===== src/bihm_pkg.sv =====
// shared constants, codes and control types of the id/handle store
`default_nettype none

package bihm_pkg;

  // store size and derived widths
  localparam int unsigned CAPACITY    = 64;
  localparam int unsigned IDX_W       = (CAPACITY > 1) ? $clog2(CAPACITY) : 1;
  localparam int unsigned CNT_W       = $clog2(CAPACITY + 1);
  localparam int unsigned WORD_W      = 64;
  localparam int unsigned CMD_W       = 3;
  localparam int unsigned COUNT_OUT_W = 7;
  localparam int unsigned SLOT_W      = 2 * WORD_W;

  // request command codes
  typedef enum logic [CMD_W-1:0] {
    CMD_ADD       = 3'd0,
    CMD_RM_ID     = 3'd1,
    CMD_RM_HANDLE = 3'd2,
    CMD_LK_ID     = 3'd3,
    CMD_LK_HANDLE = 3'd4
  } cmd_t;

  // controller states
  typedef enum logic [1:0] {
    ST_IDLE = 2'd0,
    ST_SCAN = 2'd1,
    ST_DONE = 2'd2
  } state_t;

  // controller to datapath commands
  typedef struct packed {
    logic load;      // capture the incoming request
    logic scan_clr;  // restart the slot scan
    logic step;      // read the next slot
    logic apply;     // update the store and load the result register
  } ctl_cmd_t;

  // datapath to controller status
  typedef struct packed {
    logic scan_done;   // match seen, last slot compared, or nothing to search
    logic issued_all;  // every slot has been read
    logic out_free;    // result register can take a new result
  } dp_sts_t;

endpackage

`default_nettype wire


===== src/bihm_ctrl.sv =====
// controller state machine for the id/handle store
`default_nettype none

module bihm_ctrl (
  input  wire logic               clk,
  input  wire logic               rst_n,
  input  wire logic               in_valid,
  output logic                    in_ready,
  input  wire bihm_pkg::dp_sts_t  sts,
  output bihm_pkg::ctl_cmd_t      ctl
);

  bihm_pkg::state_t state_r;
  bihm_pkg::state_t state_nxt;

  // state register
  always_ff @(posedge clk) begin
    if (!rst_n) begin
      state_r <= bihm_pkg::ST_IDLE;
    end else begin
      state_r <= state_nxt;
    end
  end

  // next state
  always_comb begin
    state_nxt = state_r;
    case (state_r)
      bihm_pkg::ST_IDLE: begin
        if (in_valid) begin
          state_nxt = bihm_pkg::ST_SCAN;
        end
      end
      bihm_pkg::ST_SCAN: begin
        if (sts.scan_done) begin
          state_nxt = bihm_pkg::ST_DONE;
        end
      end
      bihm_pkg::ST_DONE: begin
        if (sts.out_free) begin
          state_nxt = bihm_pkg::ST_IDLE;
        end
      end
      default: begin
        state_nxt = bihm_pkg::ST_IDLE;
      end
    endcase
  end

  // outputs
  always_comb begin
    in_ready     = 1'b0;
    ctl.load     = 1'b0;
    ctl.scan_clr = 1'b0;
    ctl.step     = 1'b0;
    ctl.apply    = 1'b0;
    case (state_r)
      bihm_pkg::ST_IDLE: begin
        in_ready     = 1'b1;
        ctl.load     = in_valid;
        ctl.scan_clr = in_valid;
      end
      bihm_pkg::ST_SCAN: begin
        ctl.step = !sts.scan_done && !sts.issued_all;
      end
      bihm_pkg::ST_DONE: begin
        ctl.apply = sts.out_free;
      end
      default: begin
        in_ready = 1'b0;
      end
    endcase
  end

endmodule

`default_nettype wire


===== config.mk =====
export PLATFORM = sky130hd
export DESIGN_NAME = bihm_ctrl
export DESIGN_NICKNAME = d
export VERILOG_FILES = /design/src/bihm_pkg.sv /design/src/bihm_ctrl.sv
export SDC_FILE = /design/constraint.sdc
export NUM_CORES = 1
export LEC_CHECK = 0
export BUFFER_PORTS_ARGS = -buffer_cell sky130_fd_sc_hd__clkbuf_2
export CAP_MARGIN = 20
export CORE_AREA = 4 4 41 43
export DETAILED_ROUTE_END_ITERATION = 6
export DIE_AREA = 0 0 45 47
export PLACE_DENSITY = 0.4
export SLEW_MARGIN = 20
export SYNTH_ARGS = -nofsm -noshare
export SYNTH_HDL_FRONTEND = slang
export SYNTH_SLANG_ARGS = --single-unit

===== constraint.sdc =====
create_clock -name clk -period 0.9 [get_ports clk]
set_clock_uncertainty 0.05 [all_clocks]
set_input_delay 0.27 -clock clk [delete_from_list [all_inputs] [get_ports clk]]
set_output_delay 0.27 -clock clk [all_outputs]
set_load 0.01 [all_outputs]

==> results.yml <==
run_status:
  status: "finished with violations"
  violations: "negative setup slack"
synthesis:
  synth_adder_area_share: 0
  ys_warn_count: 0
  synth_xor_area_frac: 0
  muxShareOfSynthArea: 0
  yosysUniqueCellTypes: 11
  yosysSeqAreaShare: 0.320
  synth_top_family_by_area: "simple AND/OR/NAND/NOR gates"
  synth_nets: 22
  synth_simple_gate_area_frac: 0.510
  synth_area_sq_um: 125
  synth_compound_area_frac: 0.110
  syn_inst: 16
  synth-seq-cells: 2
  postSynthAreaPerCell_sq_um: 7.82
clock_tree:
  clk_path_buf_depth: 2
  holdBufCountCts: 0
  cts_setup_buffers: 0
  root_buffer: "clkbuf_4"
  ctsResizeCount: 2
  htreeDepth: 1
  clock_sink_count: 2
  clk_pin_slew_worst_paths_ns: 0.03
  clk_latency_ns: 0.22
  cts_buffers: 3
  cts_tree: "built"
critical_path:
  reg2reg_setup_slack_ns: 0.04
  path_max_fanout: 5
  end_kind: "output pin"
  cp_data_arrival_time_ns: 0.94
  critPathKind: "register to output pin"
  r2r_start: "state_r[0]$_SDFFE_PN0P_"
  ff2ff_path_depth: 3
  rr_endpoint: "state_r[0]$_SDFFE_PN0P_"
  critPathLaunchType: "register"
  cp.required_ns: 0.58
layout:
  final_cell_mix: "9 x clkbuf_2, 4 x buf_4, 3 x clkbuf_4"
  nNetsFinal: 40
  drive_gt1_frac: 0.781
  largest_register_ff_count: 2
  antennaDiodeCount: 0
  reg.largest.list: "state_r x2"
  layout_commonest_cell: "clkbuf_2"
  final_area_sq_um: 274
  top_register: "state_r"
  syn2layout_area_growth_pct: 119
  nFillCells: 157
route:
  viasPerCell: 3.47
  avgRoutedWirePerCell_microns: 7.72
  dr.pass1.iters: 1
  wl_microns: 363
  antenna_left: 0
  drt-initial-drc-count: 0
  drcViolationCount: 0
  vias: 163
worst_hold_path:
  hold_path.class: "input pin to register"
  hold_path_startpoint: "rst_n"
  worstHoldPathCells: 3
  whs_endpoint: "state_r[1]$_SDFFE_PN0P_"
power_and_ir_drop:
  p_leak_nw: 0.131
  vdd_drop_max_v: 0.000344
  p_per_area_nw_per_um2: 1480
floorplanning:
  row_count: 13
  core_area_sq_um: 1300
  start_util: 0.0962
  die_height_microns: 47
  io-pin-count: 11
  die_area_sq_um: 2120
  dieWidth_microns: 45
sta:
  hold_ws_ns: 0.248
  setup_viol: 5
  min_period_ns: 1.26
  fin_ws_ns: -0.363
  timing.final.max_slew_violations: 0
  hold_viol: 0
  max_freq_mhz: 792
  max_slew_margin: 0.916
  grt_setup_unrepaired: "yes"
  tightest_slew_ns: 0.126
  tns_ns: -1.68
  timing.final.crit_share: 1.40
grt:
  track_usage: 0.0489
  grt_max_degree: 6
  grt_antenna_before_repair: 0
  globalRouteOverflowTotal: 0
  grt_pass1_vias: 180
  grt_pass1_wl_microns: 634
placed_design:
  numPortBuffers: 10
  gp_congestion: 0.649
  place_area_sq_um: 234
  dp_hpwl_microns: 273
job:
  maxCapViolations: 0
[kinds of logic after synthesis]
family | Yosys count
AND/OR/NAND/NOR | 11
buffers and inverters | 1
AO/OA/AOI/OAI | 2
flip-flops | 2
[per-stage QoR]
stage | worst slack [ns] | utilization | cells | power (mW)
finish | -0.363 | 0.211 | 47 | 0.404
floorplan | -0.139 | - | 16 | 0.155
global placement | -0.161 | 0.180 | 44 | 0.197
detailed placement | -0.169 | 0.180 | 44 | 0.198
global route | -0.417 | 0.211 | 47 | 0.430
CTS | -0.382 | 0.205 | 47 | 0.410
[area by class of cell]
| class | count | area [sq um] | share of cell area |
|---|---|---|---|
| tap | 15 | 18.8 | 0.0685 |
| multi-input combinational | 13 | 108 | 0.393 |
| timing repair buffer | 14 | 80.1 | 0.292 |
| sequential | 2 | 45.0 | 0.164 |
| clock buffer | 3 | 22.5 | 0.0822 |
[cell usage after synthesis]
| library cell | n | area (sq um) |
|---|---|---|
| a21oi_2 | 1 | 8.76 |
| and2_1 | 1 | 6.26 |
| buf_4 | 1 | 7.51 |
| dfxtp_1 | 2 | 40.0 |
| nand2_1 | 2 | 7.51 |
| nand2b_1 | 3 | 18.8 |
| nand4bb_1 | 1 | 11.3 |
| nor2_1 | 2 | 7.51 |
| nor3_1 | 1 | 5.00 |
| o21ai_1 | 1 | 5.00 |
| or2b_1 | 1 | 7.51 |
[per-layer routing]
| metal | global-route usage | up-vias | wire length, microns |
|---|---|---|---|
| met5 | 0 | - | 0 |
| met4 | 0.0702 | 0 | 0 |
| met3 | 0.0345 | 0 | 60 |
| met2 | 0.0508 | 11 | 154 |
| met1 | 0.0519 | 64 | 148 |
| li1 | - | 88 | - |
[where the power goes]
part / internal (mW) / total, mW / switching [mW]
registers: 0.0955 / 0.107 / 0.0117
logic: 0.0603 / 0.0982 / 0.0379
clock network: 0.147 / 0.199 / 0.0519
[worst max-delay path by stage]
stage	startpoint	endpoint	slack, ns	depth (start not counted)
4_1_cts	state_r[1]$_SDFFE_PN0P_	ctl[1]	-0.38	3
3_5_place_dp	state_r[1]$_SDFFE_PN0P_	ctl[1]	-0.17	3
5_1_grt	state_r[1]$_SDFFE_PN0P_	ctl[1]	-0.42	3
3_3_place_gp	state_r[1]$_SDFFE_PN0P_	ctl[1]	-0.16	3
6_report	state_r[1]$_SDFFE_PN0P_	ctl[1]	-0.36	3
2_1_floorplan	state_r[1]$_SDFFE_PN0P_	ctl[3]	-0.14	3
[worst max-delay path: stages, from the launching register on]
cell and delay [ns]:
dfxtp_2 0.34, nand2b_4 0.15, nor3_2 0.09, buf_2 0.14
No activity file was read; power rests on OpenSTA's default activity.
